--- src/hw/rtl/mss_pkg.sv ---
// Shared types, constants and a helper function for the Morton split search block.
`default_nettype none
package mss_pkg;

    localparam int IDX_W   = 10;
    localparam int CODE_W  = 32;
    localparam int QDEPTH  = 2;
    localparam int QPTR_W  = $clog2(QDEPTH);
    localparam int QCNT_W  = $clog2(QDEPTH + 1);
    localparam int LIMIT_W = 17;

    typedef enum logic [0:0] {
        A_LOAD  = 1'b0,
        A_QUERY = 1'b1
    } t_action;

    typedef enum logic [1:0] {
        K_LOAD,
        K_QUERY,
        K_NOSPLIT
    } t_kind;

    typedef struct packed {
        t_kind             kind;
        logic [IDX_W-1:0]  idx_a;
        logic [IDX_W-1:0]  idx_b;
        logic [CODE_W-1:0] code;
    } t_cmd;

    typedef enum logic [2:0] {
        S_IDLE,
        S_HEAD,
        S_PREFIX,
        S_SEARCH,
        S_DONE
    } t_state;

    // Set every bit at or below the highest set bit
    function automatic logic [CODE_W-1:0] f_smear(input logic [CODE_W-1:0] v);
        logic [CODE_W-1:0] s;
        s = v;
        s = s | (s >> 1);
        s = s | (s >> 2);
        s = s | (s >> 4);
        s = s | (s >> 8);
        s = s | (s >> 16);
        return s;
    endfunction

endpackage
`default_nettype wire

--- src/hw/rtl/mss_front.sv ---
// Front end: accepts items, classifies them and forms queue commands.
`default_nettype none
module mss_front
    import mss_pkg::*;
#(
    parameter int MAX_PRIMS = 1024
) (
    input  wire logic              i_valid,
    output      logic              o_ready,
    input  wire logic              i_action,
    input  wire logic [IDX_W-1:0]  i_load_index,
    input  wire logic [CODE_W-1:0] i_load_code,
    input  wire logic [IDX_W-1:0]  i_range_first,
    input  wire logic [IDX_W-1:0]  i_range_last,
    input  wire logic              i_q_full,
    output      logic              o_push,
    output      t_cmd              o_cmd
);

    localparam logic [LIMIT_W-1:0] LIMIT = LIMIT_W'(MAX_PRIMS);

    logic load_ok;
    logic range_ok;

    assign o_ready  = !i_q_full;
    assign load_ok  = LIMIT_W'(i_load_index) < LIMIT;
    assign range_ok = (i_range_first < i_range_last) && (LIMIT_W'(i_range_last) < LIMIT);

    // Classify the item; drop loads beyond the store
    always_comb begin
        o_cmd.code = i_load_code;
        o_push     = i_valid && o_ready;
        if (t_action'(i_action) == A_LOAD) begin
            o_cmd.kind  = K_LOAD;
            o_cmd.idx_a = i_load_index;
            o_cmd.idx_b = i_range_last;
            o_push      = i_valid && o_ready && load_ok;
        end else begin
            o_cmd.kind  = range_ok ? K_QUERY : K_NOSPLIT;
            o_cmd.idx_a = i_range_first;
            o_cmd.idx_b = i_range_last;
        end
    end

endmodule
`default_nettype wire

--- config.mk ---
export PLATFORM = sky130hd
export DESIGN_NAME = mss_front
export DESIGN_NICKNAME = d
export VERILOG_FILES = /design/src/hw/rtl/mss_pkg.sv /design/src/hw/rtl/mss_front.sv
export SDC_FILE = /design/constraint.sdc
export NUM_CORES = 1
export LEC_CHECK = 0
export ABC_CLOCK_PERIOD_IN_PS = 1500
export BUFFER_PORTS_ARGS = -buffer_cell sky130_fd_sc_hd__buf_2
export CORE_MARGIN = 2
export CORE_UTILIZATION = 26
export DETAILED_ROUTE_END_ITERATION = 16
export PLACE_DENSITY = 0.79
export SLEW_MARGIN = 20
export SYNTH_ARGS = -nofsm -noshare
export SYNTH_HDL_FRONTEND = slang
export SYNTH_SLANG_ARGS = --single-unit
export TNS_END_PERCENT = 30
--- constraint.sdc ---
create_clock -name vclk -period 1.5
set_input_delay 0.3 -clock vclk [all_inputs]
set_output_delay 0.3 -clock vclk [all_outputs]
set_load 0.03 [all_outputs]
==> results.json, run 1 <==
{
  "grt_setup_unrepaired": "yes",
  "syn_area_um2": 699,
  "post-route-min-period_ps": 1790,
  "fp.dieH_um": 55.9,
  "critPathKind": "input port to primary output",
  "synthTopCellsByArea": "buf_4 45%, ha_1 16%, mux2_2 16%, inv_1 5.4%, nand2b_4 2.0%",
  "synth-seq-area-share_pct": 0,
  "internal_power_w": 0.000157,
  "clkbuf_count": 0,
  "core_um2": 2520,
  "grt.overflow.total": 0,
  "status": "finished with violations",
  "postLayoutCellArea_um2": 911,
  "routed_wl_mm": 2.02,
  "crit_family": "compound AO/OA/AOI/OAI gates",
  "hp-class": "input port to primary output",
  "grt_pass1_wl_mm": 3.11,
  "crit_buf_inv": 3,
  "period_share_pct": 119,
  "vias": 624,
  "sw_frac_of_total_pct": 54.2,
  "diodes": 0,
  "crit_start": "i_range_last[4]",
  "hold_violations": 0,
  "avgRoutedWirePerCell_um": 15.0,
  "regArea_um2": 0,
  "crit_chain": "buf_2, inv_1, ha_4, a41oi_2, nor3_2, o41a_1, buf_6",
  "nNetsFinal": 181,
  "leakagePower_nw": 0.466,
  "yosysUniqueCellTypes": 19,
  "final_cells": 135,
  "ant_nets": 0,
  "grt_max_degree": 13,
  "fin_tns_setup_ps": -564,
  "worst_pin_slew_ps": 271,
  "powerDensity_nw_per_um2": 376,
  "yosysMostFrequentCell": "buf_4",
  "design.seq.count": 0,
  "maxCapViolations": 0,
  "drtPass1Iterations": 2,
  "gp_congestion": 0.708,
  "clockPowerShare_pct": 0,
  "place_area_um2": 757,
  "drv_slew": 0,
  "die_x_um": 55.9,
  "synthTopCellsByCount": "42 x buf_4, 10 x inv_1, 10 x mux2_2, 9 x ha_1, 2 x nor2_1",
  "vdd_drop_max_mv": 0.135,
  "drive_above_1_share_pct": 85.7,
  "io_buffers": 57,
  "worstSetupStartpointType": "input port",
  "top_level_ports": 121,
  "slew_headroom_pct": 81.9,
  "avgSynthCellArea_um2": 8.04,
  "grt.total_usage_pct": 12.0,
  "arrival_ps": 1490,
  "via_per_inst": 4.62,
  "crit_required_ps": 1200,
  "cpPeakStageDelay_ps": 380,
  "p_switching_w": 0.000186,
  "grt_pass1_vias": 630,
  "post_cts_buffers": 0,
  "end_kind": "primary output",
  "dieArea_um2": 3120,
  "violations": "setup timing",
  "worst_slack_ps": -291,
  "antenna_found_initial": 0,
  "pwr-share-seq_pct": 0,
  "synth_fp_nets": 161,
  "netlist.area_leader.share_pct": 45.1,
  "pwr-share-comb_pct": 100.0,
  "rows": 18,
  "yosysTopAreaCell": "buf_4",
  "hold_path.startpoint": "i_load_code[24]",
  "crit_slowest_cell": "o41a_1",
  "final_util_pct": 36.1,
  "syn_to_final_growth_pct": 30.2,
  "max_freq_mhz": 558,
  "drt_iter0_drc": 1,
  "hold_buffers": 0,
  "synth_cells": 87,
  "ys_warn_count": 0,
  "setup_violations": 2,
  "placedCellCount": 135,
  "start_util_pct": 27.7,
  "hpwl_mm": 1.67,
  "drc": 0,
  "worstPathMaxFanout": 2
}
final cells by class:
cell class | instances | area [um^2]
repair buffers | 61 | 378
inverters | 10 | 52.6
fillers | 276 | 1610
well taps | 30 | 37.5
multi-input cells | 34 | 443
metrics by stage:
stage                     worst slack (ps)  power (W)  hold slack, ps
final                                 -291   0.000343             600
after floorplan                       -197   0.000355             710
after CTS                             -290   0.000343             600
after detailed placement              -462   0.000289             600
after global routing                  -353   0.000371             600
after global placement                -454   0.000287             600
per-layer routing:
layer	share of wire [%]	GRT usage, %	vias up
met5	0	0	-
met4	1.4	2.72	0
met3	15	3.95	8
met2	54	25.0	59
met1	29	11.0	272
li1	-	-	285
power groups by stage:
stage / Clock [W] / Sequential [W] / Combinational [W]
after floorplan: 0 / 0 / 0.000355
after global placement: 0 / 0 / 0.000287
after detailed placement: 0 / 0 / 0.000289
after CTS: 0 / 0 / 0.000343
after global routing: 0 / 0 / 0.000371
final: 0 / 0 / 0.000343
what timing repair did:
action / CTS / global route
setup endpoints to repair: 2 / 2
resized for setup: 30 / 0
pin swaps: 13 / 1
layout by cell type, fill, tap and decap left out, drive strengths merged:
| cell type | synthesis | layout |
|---|---|---|
| nand4 | 1 | 1 |
| inv | 10 | 10 |
| a41oi | 1 | 1 |
| a21o | 1 | 1 |
| nor2b | 1 | 1 |
| nor3b | 1 | 1 |
| mux2 | 10 | 10 |
| a211oi | 2 | 2 |
| ha | 9 | 9 |
| o41a | 1 | 1 |
| buf | 43 | 61 |
| o21ai | 1 | 1 |
| and4bb | 1 | 1 |
| a21oi | 1 | 1 |
| nor3 | 1 | 1 |
| nand2b | 1 | 1 |
| nor2 | 2 | 2 |
path summary, 6_finish.rpt:
check	cells past startpoint	slack [ps]	end
setup / recovery	7	-290	o_cmd[53]
hold / removal	0	600	o_cmd[24]
logic make-up (layout without fill, tap and decap cells):
family                     count (synthesis)  count (layout)  synth area share (%)
and+or+nand+nor                            8               8                  8.41
buffers and inverters                     53              71                  51.2
adders and majority gates                  9               9                  16.1
AOI/OAI and AO/OA                          7               7                  8.23
muxes                                     10              10                  16.1
Power figures use the tool's default switching activity.
==> inputs of run 2 (changes only) <==
- CORE_UTILIZATION: 26 -> 25
- PLACE_DENSITY: 0.79 -> 0.76
==> results.json, run 2 (synthesis gave the netlist of run 1 again) <==
{
  "diodes": 0,
  "cp.depth": 6,
  "final_cells": 136,
  "post-route-min-period_ps": 1790,
  "status": "finished with violations",
  "grt_pass1_vias": 645,
  "hold_slack_ps": 600,
  "max_freq_mhz": 558,
  "core_um2": 2710,
  "wl_met3_um": 228,
  "placedCellCount": 136,
  "end_kind": "primary output",
  "nNetsFinal": 181,
  "crit_required_ps": 1200,
  "drv_slew": 0,
  "fp.dieH_um": 56.9,
  "grt_pass1_wl_mm": 2.97,
  "final_common_cell": "buf_2",
  "cpPeakStageDelay_ps": 420,
  "grt_max_degree": 13,
  "grt.overflow.total": 0,
  "grt.total_usage_pct": 11.2,
  "io_buffers": 57,
  "worst_slack_ps": -293,
  "hold_buffers": 0,
  "crit_family": "compound AO/OA/AOI/OAI gates",
  "regArea_um2": 0,
  "fillers": 300,
  "clkbuf_count": 0,
  "avgRoutedWirePerCell_um": 13.8,
  "post_cts_buffers": 0,
  "crit_buf_inv": 2,
  "drc": 0,
  "drtPass1Iterations": 4,
  "routed-wl-met2_um": 982,
  "ant_nets": 0,
  "maxCapViolations": 0,
  "vias": 586,
  "setup_violations": 2,
  "crit_chain": "buf_2, ha_4, a211oi_2, nor2_1, o41a_1, buf_6",
  "die_x_um": 56.9,
  "crit_slowest_cell": "o41a_1",
  "powerDensity_nw_per_um2": 372,
  "top_level_ports": 121,
  "worstPathMaxFanout": 2,
  "dieArea_um2": 3240,
  "hold_violations": 0,
  "routed_wl_mm": 1.87,
  "slew_headroom_pct": 80.8,
  "highest_layer": "met4",
  "drive_above_1_share_pct": 89.5,
  "wl_met1_um": 623,
  "vdd_drop_max_mv": 0.183,
  "setup.worst_path.end": "o_cmd[53]",
  "rows": 19,
  "violations": "setup timing",
  "design.seq.count": 0,
  "syn_to_final_growth_pct": 35.1,
  "via_per_inst": 4.31,
  "leakagePower_nw": 0.467,
  "period_share_pct": 120,
  "antenna_found_initial": 0,
  "crit_start": "i_range_first[7]",
  "hp-class": "input port to primary output",
  "start_util_pct": 25.8,
  "arrival_ps": 1490,
  "worst_pin_slew_ps": 287,
  "drt_iter0_drc": 8,
  "hpwl_mm": 1.54,
  "critPathKind": "input port to primary output",
  "grt_setup_unrepaired": "yes",
  "worstSetupStartpointType": "input port",
  "gp_congestion": 0.710,
  "final_cell_mix": "46 x buf_2, 10 x mux2_2, 8 x ha_4, 8 x buf_6, 6 x buf_4"
}
==> run 2: metal layers <==
metal / track usage [%] / up-vias
met1: 11.1 / 253
met5: 0 / -
met4: 2.99 / 0
met2: 22.2 / 43
li1: - / 284
met3: 3.00 / 6
==> run 2: area by class of cell <==
type,count,area (um^2),area share (%)
inverters,10,52.6,5.56
multi-input cells,34,468,49.5
well taps,31,38.8,4.11
repair buffers,61,385,40.8
==> run 2: worst min-delay path by stage <==
| stage | startpoint | endpoint | cells past startpoint |
|---|---|---|---|
| detailed placement | i_load_code[0] | o_cmd[0] | 0 |
| CTS | i_load_code[0] | o_cmd[0] | 0 |
| floorplan | i_q_full | o_push | 1 |
| global route | i_load_code[28] | o_cmd[28] | 0 |
| global placement | i_load_code[0] | o_cmd[0] | 0 |
| finish | i_load_code[12] | o_cmd[12] | 0 |
==> run 2: stage by stage <==
step	power (W)	setup slack, ps	instance area [um^2]	util, %	TNS [ps]
after global placement	0.000289	-456	758	28.0	-832
final	0.000352	-293	945	34.9	-561
after floorplan	0.000355	-197	724	-	-275
after CTS	0.000353	-283	945	34.9	-561
after detailed placement	0.000290	-469	758	28.0	-857
after global routing	0.000380	-343	945	34.9	-672
==> run 2: where the power goes <==
part / switching (W) / internal [W]
clock network: 0 / 0
registers: 0 / 0
logic: 0.000189 / 0.000162
==> run 2: what timing repair did <==
item / CTS / global route
pin swaps: 13 / 0
endpoints found under the setup margin: 2 / 2
gates resized for setup: 35 / 0
