==> src/hw/rtl/mss_pkg.sv <==
// Shared types, constants and a helper function for the Morton split search block.
`default_nettype none
package mss_pkg;

    localparam int IDX_W   = 10;
    localparam int CODE_W  = 32;
    localparam int QDEPTH  = 2;
    localparam int QPTR_W  = $clog2(QDEPTH);
    localparam int QCNT_W  = $clog2(QDEPTH + 1);
    localparam int LIMIT_W = 17;

    typedef enum logic [0:0] {
        A_LOAD  = 1'b0,
        A_QUERY = 1'b1
    } t_action;

    typedef enum logic [1:0] {
        K_LOAD,
        K_QUERY,
        K_NOSPLIT
    } t_kind;

    typedef struct packed {
        t_kind             kind;
        logic [IDX_W-1:0]  idx_a;
        logic [IDX_W-1:0]  idx_b;
        logic [CODE_W-1:0] code;
    } t_cmd;

    typedef enum logic [2:0] {
        S_IDLE,
        S_HEAD,
        S_PREFIX,
        S_SEARCH,
        S_DONE
    } t_state;

    // Set every bit at or below the highest set bit
    function automatic logic [CODE_W-1:0] f_smear(input logic [CODE_W-1:0] v);
        logic [CODE_W-1:0] s;
        s = v;
        s = s | (s >> 1);
        s = s | (s >> 2);
        s = s | (s >> 4);
        s = s | (s >> 8);
        s = s | (s >> 16);
        return s;
    endfunction

endpackage
`default_nettype wire

==> src/hw/rtl/mss_queue.sv <==
// Short command queue between the front end and the search engine.
`default_nettype none
module mss_queue
    import mss_pkg::*;
(
    input  wire logic i_clk,
    input  wire logic i_rst_n,
    input  wire logic i_push,
    input  wire t_cmd i_cmd,
    output      logic o_full,
    input  wire logic i_pop,
    output      logic o_valid,
    output      t_cmd o_cmd
);

    t_cmd              r_mem [QDEPTH];
    logic [QPTR_W-1:0] r_wp;
    logic [QPTR_W-1:0] r_rp;
    logic [QCNT_W-1:0] r_cnt;

    assign o_full  = (r_cnt == QCNT_W'(QDEPTH));
    assign o_valid = (r_cnt != '0);
    assign o_cmd   = r_mem[r_rp];

    // Advance pointers and count
    always_ff @(posedge i_clk) begin
        if (!i_rst_n) begin
            r_wp  <= '0;
            r_rp  <= '0;
            r_cnt <= '0;
        end else begin
            if (i_push) begin
                r_wp <= (r_wp == QPTR_W'(QDEPTH - 1)) ? '0 : r_wp + 1'b1;
            end
            if (i_pop) begin
                r_rp <= (r_rp == QPTR_W'(QDEPTH - 1)) ? '0 : r_rp + 1'b1;
            end
            if (i_push && !i_pop) begin
                r_cnt <= r_cnt + 1'b1;
            end else if (!i_push && i_pop) begin
                r_cnt <= r_cnt - 1'b1;
            end
        end
    end

    // Store pushed commands
    always_ff @(posedge i_clk) begin
        if (i_push) begin
            r_mem[r_wp] <= i_cmd;
        end
    end

endmodule
`default_nettype wire

==> config.mk <==
export PLATFORM = sky130hd
export DESIGN_NAME = mss_queue
export DESIGN_NICKNAME = d
export VERILOG_FILES = /design/src/hw/rtl/mss_pkg.sv /design/src/hw/rtl/mss_queue.sv
export SDC_FILE = /design/constraint.sdc
export NUM_CORES = 1
export LEC_CHECK = 0
export BUFFER_PORTS_ARGS = -buffer_cell sky130_fd_sc_hd__buf_2
export CAP_MARGIN = 15
export CORE_MARGIN = 5
export CORE_UTILIZATION = 40
export CTS_CLUSTER_SIZE = 28
export DETAILED_ROUTE_END_ITERATION = 7
export GPL_TIMING_DRIVEN = 0
export PLACE_DENSITY_LB_ADDON = 0.15
export SLEW_MARGIN = 20
export SYNTH_ARGS = -nofsm -noshare
export SYNTH_HDL_FRONTEND = slang
export SYNTH_SLANG_ARGS = --single-unit
==> constraint.sdc <==
create_clock -name i_clk -period 4 [get_ports i_clk]
set_input_delay 0.8 -clock i_clk [delete_from_list [all_inputs] [get_ports i_clk]]
set_output_delay 0.8 -clock i_clk [all_outputs]
set_load 0.01 [all_outputs]
==> impl_results.md, run 1 <==
- Switch Pwr: 638 µW
- DRC viols: 0
- CTS tree: yes
- Crit path DAT: 1760 ps
- Clock Pin Slew Worst Setup and Hold Paths: 60 ps
- Top-area cell type share of the netlist area: 0.785
- Die ar.: 12500 µm²
- Startpoint types: flip-flop
- Switching share of power: 0.199
- Non-Filler Instances: 473
- Post-synth ARST share: 0
- Worst setup EP type: primary output
- Gate Count Post-Synth: 190
- Pre-CTS setup slack: 1930 ps
- Post-synth net total: 249
- Hpwl dp: 5.10 mm
- Largest net degree at the start of global routing: 35
- Final estimated routing congestion in global placement: 0.661
- DP Area: 4950 µm²
- Final ANT Viol Nets: 0
- Unique masters post-synth: 17
- Antenna diodes: 0
- Clock Latency Late Sink: 490 ps
- Root buffer cell: clkbuf_8
- Iter 0 DRT Violations: 78
- IO Pins: 114
- Area Growth Syn to Fin: 34.6%
- Final Cell Area: 5570 µm²
- Layout cells sized above 1: 0.611
- CTS Sinks: 113
- Yosys reg bits: 113
- PD cells: 577 nW/µm²
- Core Rows: 37
- WS Path Type: reg2out
- Clock Path Buffers: 2
- Core area: 10200 µm²
- XOR/XNOR Fraction of Synth Area: 0.00636
- Mapped Area: 4130 µm²
- Slowest CP cell: mux2_2
- Initial antenna violation count: 0
- Die Ht: 112 µm
- Finished Core Util: 0.546
- Fillers: 835
- TritonCTS Buffers: 17
- Total grt overflow: 0
- VDD IR max: 0.263 mV
- Port Buffers: 113
- CP bufs+invs: 3
- Post-synth top cells: 108 x edfxtp_1, 54 x mux2_2, 5 x buf_6, 5 x dfxtp_1, 4 x and2_1
- Final setup fails: 0
- CP Max Fanout: 10
- DP Cell Count: 442
- Cell family with most CP delay: buffers and inverters
- Least-Margin Pin Slew: 545 ps
- RSZ-0062 raised after global routing: false
- Static leakage: 2.14 nW
- CTS Hold Buffers Added: 0
- Logic pwr share: 0.090
- Most frequent cell after synthesis: edfxtp_1
- Sequential fraction of the synthesis area: 0.809
- Largest cells by area after synthesis: edfxtp_1 78%, mux2_2 15%, dfxtp_1 2.4%
- Final hold viol count: 0
- Drt pass-1 iters: 4
- Final Cycle Share: 0.640
- Synth Area in Adders: 0.00303
- Post-synthesis compound-gate area fraction: 0.00484
- Largest family of logic cells by synthesized area: multiplexers
- Number of nets in the layout: 384
- Internal cell power: 2.57 mW
- Post-Synth Simple-Gate Area: 0.0142
- Hold crit path type: in2reg
- Vias: 2148
- Final Worst Setup Slack: 1440 ps
- Vias per cell: 4.54
- Post-CTS Setup Bufs: 0
- Critical Path, Cell by Cell: buf_2 > buf_6 > mux2_2 > buf_2
- Yosys synthesis warning count: 0
- Crit path top cell by count: buf_2
- Die W: 112 µm
- Maxcap violations: 0
- Top_reg_cell synth: edfxtp_1
- Clock Skew: 6.68 ps
- Total wire length: 7.57 mm
- Vias in the first global route: 2445
- Status: complete, no violations
- GR Util All Layers: 0.128
- Post_cts resized: 0
- Avg Synthesized Cell Area: 21.8 µm²
- Seq pwr share: 0.430
- Htree depth: 4
- Area leader, netlist: edfxtp_1
- EDFF count, synth: 108
- Post-synthesis mux area share: 0.147
- Max stage delay on crit path: 350 ps
- Tmin final: 2560 ps
- Initial Util: 0.406
- Peak Freq: 391 MHz
- CP required: 3200 ps
- Avg WL per Cell: 16.0 µm
- Global-route wire length before repair: 12.1 mm
- Slew margin rel.: 0.636
- Final Slew Violations: 0
- Clock power share: 0.480
## state kept, by name, summed over array words and instances, names as in the netlist, named ones only
register	flops
r_rp	1
r_wp	1
r_cnt	2
r_mem	108
## kinds of logic (layout without fill, tap and decap cells)
| group | after synthesis | in the layout |
|---|---|---|
| DFF | 113 | 113 |
| muxes | 54 | 54 |
| and+or+nand+nor | 9 | 9 |
| buffers and inverters | 7 | 154 |
| AOI/OAI and AO/OA | 3 | 3 |
| xor gates and xnor gates | 3 | 3 |
| adders and majority gates | 1 | 1 |
## final timing paths
| check | start | endpoint | slack, ps | cells after the start |
|---|---|---|---|---|
| worst min-delay path | i_cmd[2] | r_mem[0][2]$_DFFE_PP_ | 490 | 1 |
| worst min register to register | r_cnt[1]$_SDFFE_PN0P_ | r_cnt[1]$_SDFFE_PN0P_ | 500 | 2 |
| worst max-delay path | flip-flop | o_cmd[20] | 1440 | 4 |
| worst max register to register | r_wp$_SDFFE_PN0P_ | r_mem[1][39]$_DFFE_PP_ | 2630 | 2 |
## power groups by stage
| stage | combinational, mW | clock, mW | sequential, mW |
|---|---|---|---|
| after floorplan | 0.163 | 0 | 1.40 |
| after global placement | 0.279 | 0 | 1.41 |
| after detailed placement | 0.295 | 0 | 1.41 |
| after CTS | 0.297 | 1.57 | 1.38 |
| after global routing | 0.316 | 1.64 | 1.39 |
| final | 0.288 | 1.54 | 1.38 |
## routing by layer
metal,GRT usage,part of all wire
met1,0.144,0.42
met2,0.206,0.49
met3,0.0707,0.084
met4,0.0438,0.0075
met5,0,0
## cells in the final DEF, fill, tap and decap left out, drive strengths merged, types with 2 or more instances in the layout
master	count
dfxtp	5
buf	122
bufinv	5
nor2b	2
clkinv	8
xor2	2
mux2	54
and2	4
edfxtp	108
clkbuf	18
## stage by stage
step                      hold slack (ps)  TNS [ps]  total power, mW
after floorplan                       461         0             1.57
after global placement                481    -76800             1.69
after detailed placement              498         0             1.70
after CTS                             464         0             3.25
after global routing                  454         0             3.34
final                                 490         0             3.21
## layout make-up
class / count / area [µm²] / area share
flip-flops and latches: 113 / 3340 / 0.601
multi-input cells: 70 / 736 / 0.132
repair buffers: 116 / 641 / 0.115
clock buffers: 18 / 418 / 0.0751
clock inverters: 13 / 193 / 0.0346
well taps: 136 / 170 / 0.0306
plain buffers: 6 / 61.3 / 0.0110
inverters: 1 / 3.75 / 0.000674
Power figures use the tool's default switching activity.
==> run 2: changes to the inputs <==
Clock period 4 ns to 2.3 ns, I/O delays scaled along.
==> run 2 against run 1 <==
First-iteration DRC count is 22% lower. Combinational power is 74% higher. Sequential power is 74% higher. Sequential share of layout area is 0.19 points higher. Worst hold slack worse by 350 ps. Global-route usage is 0.21 points higher. Largest power group unchanged.
==> impl_results.md, run 2 (synthesized netlist as in run 1, its figures left out) <==
- Clock Skew: 3.66 ps (-3.01 ps)
- CTS tree: yes
- Global-route wire length before repair: 12.2 mm (+0.57%)
- Reg area: 3340 µm² (unchanged)
- RSZ-0062 raised after global routing: false
- CP Max Fanout: 10 (unchanged)
- Core area: 10200 µm² (unchanged)
- Fillers: 881 (+5.5%)
- Startpoint types: flip-flop
- Clock Path Buffers: 2 (unchanged)
- Seq pwr share: 0.438 (+0.008)
- Final Slew Violations: 0 (unchanged)
- Slowest CP cell: mux2_2
- Avg WL per Cell: 16.1 µm (+0.72%)
- Critical path endpoint: o_cmd[46]
- Vias in the first global route: 2449 (+0.16%)
- Static leakage: 2.13 nW (-0.41%)
- Min Hold Slack: 142 ps (-348 ps)
- Final Cycle Share: 0.940
- Worst Hold Launch: i_cmd[42]
- Max FFs per register: 108 (unchanged)
- WS Path Type: reg2out
- Status: complete, no violations
- Hpwl dp: 5.20 mm (+2.0%)
- Crit path DAT: 1700 ps (-60 ps)
- Clock power share: 0.470 (-0.010)
- Final Cell Area: 5550 µm² (-0.31%)
- VDD IR max: 0.590 mV (+120%)
- Core Rows: 37 (unchanged)
- Clock Pin Slew Worst Setup and Hold Paths: 50 ps (about the same)
- DP Area: 4950 µm² (unchanged)
- CTS Sinks: 113 (unchanged)
- IO Pins: 114 (unchanged)
- Final hold viol count: 0 (unchanged)
- Area of the multi-input gates: 736 µm² (unchanged)
- Area Growth Syn to Fin: 34.2%
- Total wire length: 7.64 mm (+0.94%)
- Die Ht: 112 µm (unchanged)
- R2R cell count: 2 (unchanged)
- Tmin final: 2160 ps
- Post_cts resized: 0 (unchanged)
- Post-CTS Setup Bufs: 0 (unchanged)
- Drt pass-1 iters: 4 (unchanged)
- Maxcap violations: 0 (unchanged)
- Total negative setup slack: 0 ps (unchanged)
- Worst setup EP type: primary output
- Htree depth: 4 (unchanged)
- Internal cell power: 4.37 mW (+70%)
- Final estimated routing congestion in global placement: 0.678 (+2.6%)
- PD cells: 988 nW/µm² (+71%)
- TritonCTS Buffers: 17 (unchanged)
- Largest net degree at the start of global routing: 32 (-8.6%)
- Most frequent cells in the layout: 113 x buf_2, 108 x edfxtp_1, 54 x mux2_2, 16 x clkbuf_16
- R2r startpoint: r_wp$_SDFFE_PN0P_
- CTS Hold Buffers Added: 0 (unchanged)
- Number of nets in the layout: 384 (unchanged)
- Final setup fails: 0 (unchanged)
- Vias per cell: 4.57 (+0.53%)
- Pre-CTS setup slack: 543 ps (-1390 ps)
- Slew margin rel.: 0.557 (-0.0796)
- R2R setup slack: 850 ps (-1780 ps)
- Die ar.: 12500 µm² (unchanged)
- GR Util All Layers: 0.130 (+0.00208)
- Switching share of power: 0.202 (+0.00350)
- Largest register by flop count: r_mem
- Clock Latency Late Sink: 500 ps (about the same)
- Final Worst Setup Slack: 138 ps (-1300 ps)
- Root buffer cell: clkbuf_8
- Biggest regs: r_mem (108), r_cnt (2)
- Layout cells sized above 1: 0.615 (+0.00411)
- Max stage delay on crit path: 350 ps (about the same)
- Logic pwr share: 0.092 (+0.002)
- Initial Util: 0.406 (unchanged)
- Total grt overflow: 0 (unchanged)
- Iter 0 DRT Violations: 61 (-22%)
- Final ANT Viol Nets: 0 (unchanged)
- Hold crit path type: in2reg
- Die W: 112 µm (unchanged)
- CP required: 1840 ps (-1360 ps)
- DRC viols: 0 (unchanged)
- Least-Margin Pin Slew: 664 ps (+119 ps)
- Initial antenna violation count: 0 (unchanged)
- R2R Path End: r_mem[0][48]$_DFFE_PP_
- Switch Pwr: 1.11 mW (+74%)
- Vias: 2164 (+0.74%)
- Peak Freq: 463 MHz
- Antenna diodes: 0 (unchanged)
- Port Buffers: 113 (unchanged)
- Critical Path, Cell by Cell: clkbuf_4 > buf_6 > mux2_2 > buf_2
- Commonest non-fill, non-tap cell in the layout: buf_2
run 2: cell count changes in the layout (fill, tap and decap cells not counted), sizes merged:
cell,previous run,this run
clkinv,8,7
bufinv,5,4
buf,122,121
clkinvlp,0,1
clkbuf,18,21
run 2: critical path: cells and delay by family (launching register included):
kind | cells | cell delay [ps]
buf+inv | 3 | 550
flops | 1 | 300
mux | 1 | 350
run 2: metal layers:
layer,share of wire,GRT usage
met1,0.39,0.135
met2,0.53,0.221
met3,0.069,0.0668
met4,0.015,0.0560
met5,0,0
run 2: worst min-delay path by stage:
stage,to,slack (ps),cells past startpoint
after global routing,r_mem[1][19]$_DFFE_PP_,100,1
final,r_mem[1][42]$_DFFE_PP_,140,1
after detailed placement,r_cnt[1]$_SDFFE_PN0P_,510,2
after global placement,r_cnt[1]$_SDFFE_PN0P_,470,2
after floorplan,r_cnt[1]$_SDFFE_PN0P_,460,2
after CTS,r_mem[1][42]$_DFFE_PP_,120,1
run 2: final cells by class:
| cell class | count | area share |
|---|---|---|
| Sequential cell | 113 | 0.603 |
| Clock buffer | 20 | 0.0767 |
| Timing Repair Buffer | 116 | 0.115 |
| Tap cell | 136 | 0.0307 |
| Buffer | 6 | 0.0115 |
| Clock inverter | 12 | 0.0298 |
| Multi-Input combinational cell | 70 | 0.133 |
| Inverter | 1 | 0.000677 |
run 2: power by group through the flow:
stage / clock, mW / sequential [mW] / combinational (mW)
4_1_cts: 2.64 / 2.40 / 0.518
5_1_grt: 2.76 / 2.41 / 0.549
3_3_place_gp: 0 / 2.44 / 0.487
6_report: 2.58 / 2.40 / 0.502
2_1_floorplan: 0 / 2.44 / 0.284
3_5_place_dp: 0 / 2.45 / 0.513
run 2: metrics by stage:
step / power [mW] / util / std cells
finish: 5.48 / 0.545 / 474
floorplan: 2.72 / - / 190
global placement: 2.93 / 0.479 / 439
global route: 5.72 / 0.545 / 474
detailed placement: 2.96 / 0.486 / 442
CTS: 5.56 / 0.544 / 474
==> run 3: changes to the inputs <==
Clock period 2.3 ns to 1.9 ns, I/O delays scaled along.
==> run 3 against run 2 <==
The flow now finishes with violations (setup timing). Setup slack got worse by 230 ps. Clock skew increased by 5.4 ps. Die area unchanged. Core utilization increased by 4.8 points. Routed wire length increased by 4.6%. Non-clock buffer count increased by 5. Largest cell class unchanged. Critical path depth unchanged. Total power increased by 21%. Register-to-register slack got worse by 440 ps.
==> impl_results.md, run 3 (synthesized netlist as in run 1, its figures left out) <==
- Least-Margin Pin Slew: 728 ps (+64.1 ps)
- Worst setup EP type: primary output
- CP required: 1520 ps (-320 ps)
- Initial Util: 0.406 (unchanged)
- Total power: 6.63 mW (+21%)
- RSZ-0062 raised after global routing: true
- Avg WL per Cell: 16.7 µm (+3.7%)
- Drt pass-1 iters: 4 (unchanged)
- Logic pwr share: 0.130 (+0.038)
- Htree depth: 4 (unchanged)
- VDD IR max: 0.610 mV (+3.3%)
- Commonest non-fill, non-tap cell in the layout: edfxtp_1
- Clock Pin Slew Worst Setup and Hold Paths: 60 ps (about the same)
- WS Path Type: reg2out
- R2R Path End: r_mem[0][3]$_DFFE_PP_
- Hold path cells: 1 (unchanged)
- Biggest regs: r_mem (108), r_cnt (2)
- Slowest CP cell: dfxtp_4
- Most frequent cells in the layout: 108 x edfxtp_1, 67 x buf_2, 47 x buf_6, 28 x mux2_4, 26 x mux2_2
- Tmin final: 1990 ps
- Switching share of power: 0.213 (+0.0109)
- Core Rows: 37 (unchanged)
- Final Slew Violations: 0 (unchanged)
- Cell family with most CP delay: buffers and inverters
- CP bufs+invs: 3 (unchanged)
- Final hold viol count: 0 (unchanged)
- Seq pwr share: 0.440 (+0.002)
- IO Pins: 114 (unchanged)
- Core area: 10200 µm² (unchanged)
- Final ANT Viol Nets: 0 (unchanged)
- Hpwl dp: 5.18 mm (-0.34%)
- Clock Latency Late Sink: 500 ps (about the same)
- Failing checks: setup timing
- Max FFs per register: 108 (unchanged)
- Final setup fails: 54 (+54)
- Peak Freq: 501 MHz
- R2r startpoint: r_wp$_SDFFE_PN0P_
- Crit path top cell by count: buf_12
- Startpoint types: flip-flop
- Crit path DAT: 1610 ps (-90 ps)
- Clock Skew: 9.10 ps (+5.44 ps)
- Final Cycle Share: 1.05
- Port Buffers: 113 (unchanged)
- R2R cell count: 2 (unchanged)
- TritonCTS Buffers: 17 (unchanged)
- Iter 0 DRT Violations: 64 (+4.9%)
- DRC viols: 0 (unchanged)
- Hold crit path type: in2reg
- Global-route wire length before repair: 12.4 mm (+1.4%)
- Status: complete, but fails checks
- Final estimated routing congestion in global placement: 0.670 (-1.1%)
- Total grt overflow: 0 (unchanged)
- PD cells: 1100 nW/µm² (+11%)
- Vias per cell: 4.59 (+0.45%)
- Antenna diodes: 0 (unchanged)
- Die W: 112 µm (unchanged)
- Number of nets in the layout: 389 (+1.3%)
- Final Worst Setup Slack: -94.7 ps (-233 ps)
- Worst Hold Launch: i_cmd[15]
- Maxcap violations: 0 (unchanged)
- Static leakage: 2.36 nW (+11%)
- Finished Core Util: 0.593 (+0.0484)
- Root buffer cell: clkbuf_8
- Largest register by flop count: r_mem
- Area Growth Syn to Fin: 46.1%
- CP Max Fanout: 10 (unchanged)
- Vias: 2192 (+1.3%)
- Total wire length: 8.00 mm (+4.6%)
- Initial antenna violation count: 1 (+1)
- Layout cells sized above 1: 0.623 (+0.00742)
- CTS tree: yes
- Slew margin rel.: 0.514 (-0.0428)
- Critical Path, Cell by Cell: buf_12 > buf_12 > mux2_2 > buf_2
- Die ar.: 12500 µm² (unchanged)
- Clock Path Buffers: 2 (unchanged)
- CTS Sinks: 113 (unchanged)
- R2R setup slack: 410 ps (-440 ps)
- GR Util All Layers: 0.129 (-0.000519)
- Largest net degree at the start of global routing: 33 (+3.1%)
- Clock power share: 0.430 (-0.040)
- Hold path endpoint: r_mem[0][15]$_DFFE_PP_
- Internal cell power: 5.22 mW (+19%)
- Max stage delay on crit path: 370 ps (+20 ps)
- Switch Pwr: 1.41 mW (+28%)
- Fillers: 817 (-7.3%)
- Die Ht: 112 µm (unchanged)
- Vias in the first global route: 2422 (-1.1%)
-- run 3: changes by cell type in the layout (fill, tap and decap cells not counted), moves of 2 or more --
| cell | before | now |
|---|---|---|
| buf_12 | 1 | 6 |
| buf_2 | 113 | 67 |
| buf_6 | 5 | 47 |
| bufinv_16 | 4 | 2 |
| clkbuf_1 | 3 | 1 |
| clkbuf_16 | 16 | 18 |
| clkinv_1 | 1 | 3 |
| clkinvlp_4 | 1 | 4 |
| mux2_2 | 54 | 26 |
| mux2_4 | 0 | 28 |
-- run 3: metal layers --
| metal | share of wire | vias up | global-route usage | routed length, µm |
|---|---|---|---|---|
| met2 | 0.51 | 71 | 0.214 | 4090 |
| met1 | 0.40 | 1076 | 0.145 | 3190 |
| met5 | 0.0014 | - | 0 | 11 |
| met4 | 0.013 | 2 | 0.0511 | 104 |
| li1 | - | 1032 | - | - |
| met3 | 0.074 | 11 | 0.0609 | 594 |
-- run 3: power by group through the flow --
stage	sequential, mW	combinational, mW	clock, mW
finish	2.92	0.862	2.86
detailed placement	2.96	0.618	0
floorplan	2.95	0.344	0
CTS	2.91	0.710	2.92
global placement	2.96	0.592	0
global route	2.93	0.922	3.06
-- run 3: worst max-delay path by stage --
stage | end | cells past startpoint
floorplan | r_mem[0][0]$_DFFE_PP_ | 1
global route | o_cmd[9] | 4
detailed placement | r_mem[0][49]$_DFFE_PP_ | 3
finish | o_cmd[9] | 4
CTS | o_cmd[2] | 4
global placement | r_mem[0][8]$_DFFE_PP_ | 2
-- run 3: metrics by stage --
step	setup WS, ps	setup TNS (ps)	cells	hold WS [ps]	area, µm²
finish	-94.7	-3510	478	66.6	6040
global route	-156	-6390	478	39.3	6040
CTS	-124	-5220	476	41.5	5680
detailed placement	173	0	442	503	4950
global placement	-428	-33200	439	475	4880
floorplan	256	0	190	461	4140
-- run 3: layout make-up --
cell class | count | area (µm²) | share of cell area
clock buffers | 18 | 418 | 0.0692
repair buffers | 121 | 1020 | 0.170
clock inverters | 13 | 121 | 0.0201
inverters | 1 | 3.75 | 0.000621
flip-flops and latches | 113 | 3350 | 0.554
well taps | 136 | 170 | 0.0282
multi-input cells | 70 | 841 | 0.139
plain buffers | 6 | 115 | 0.0191
-- run 3: what timing repair did --
item                       CTS  global route
resized for setup           32            61
buffers inserted             2             0
hold buffers                 0             0
setup endpoints to repair   54            54
cloned                       1             2
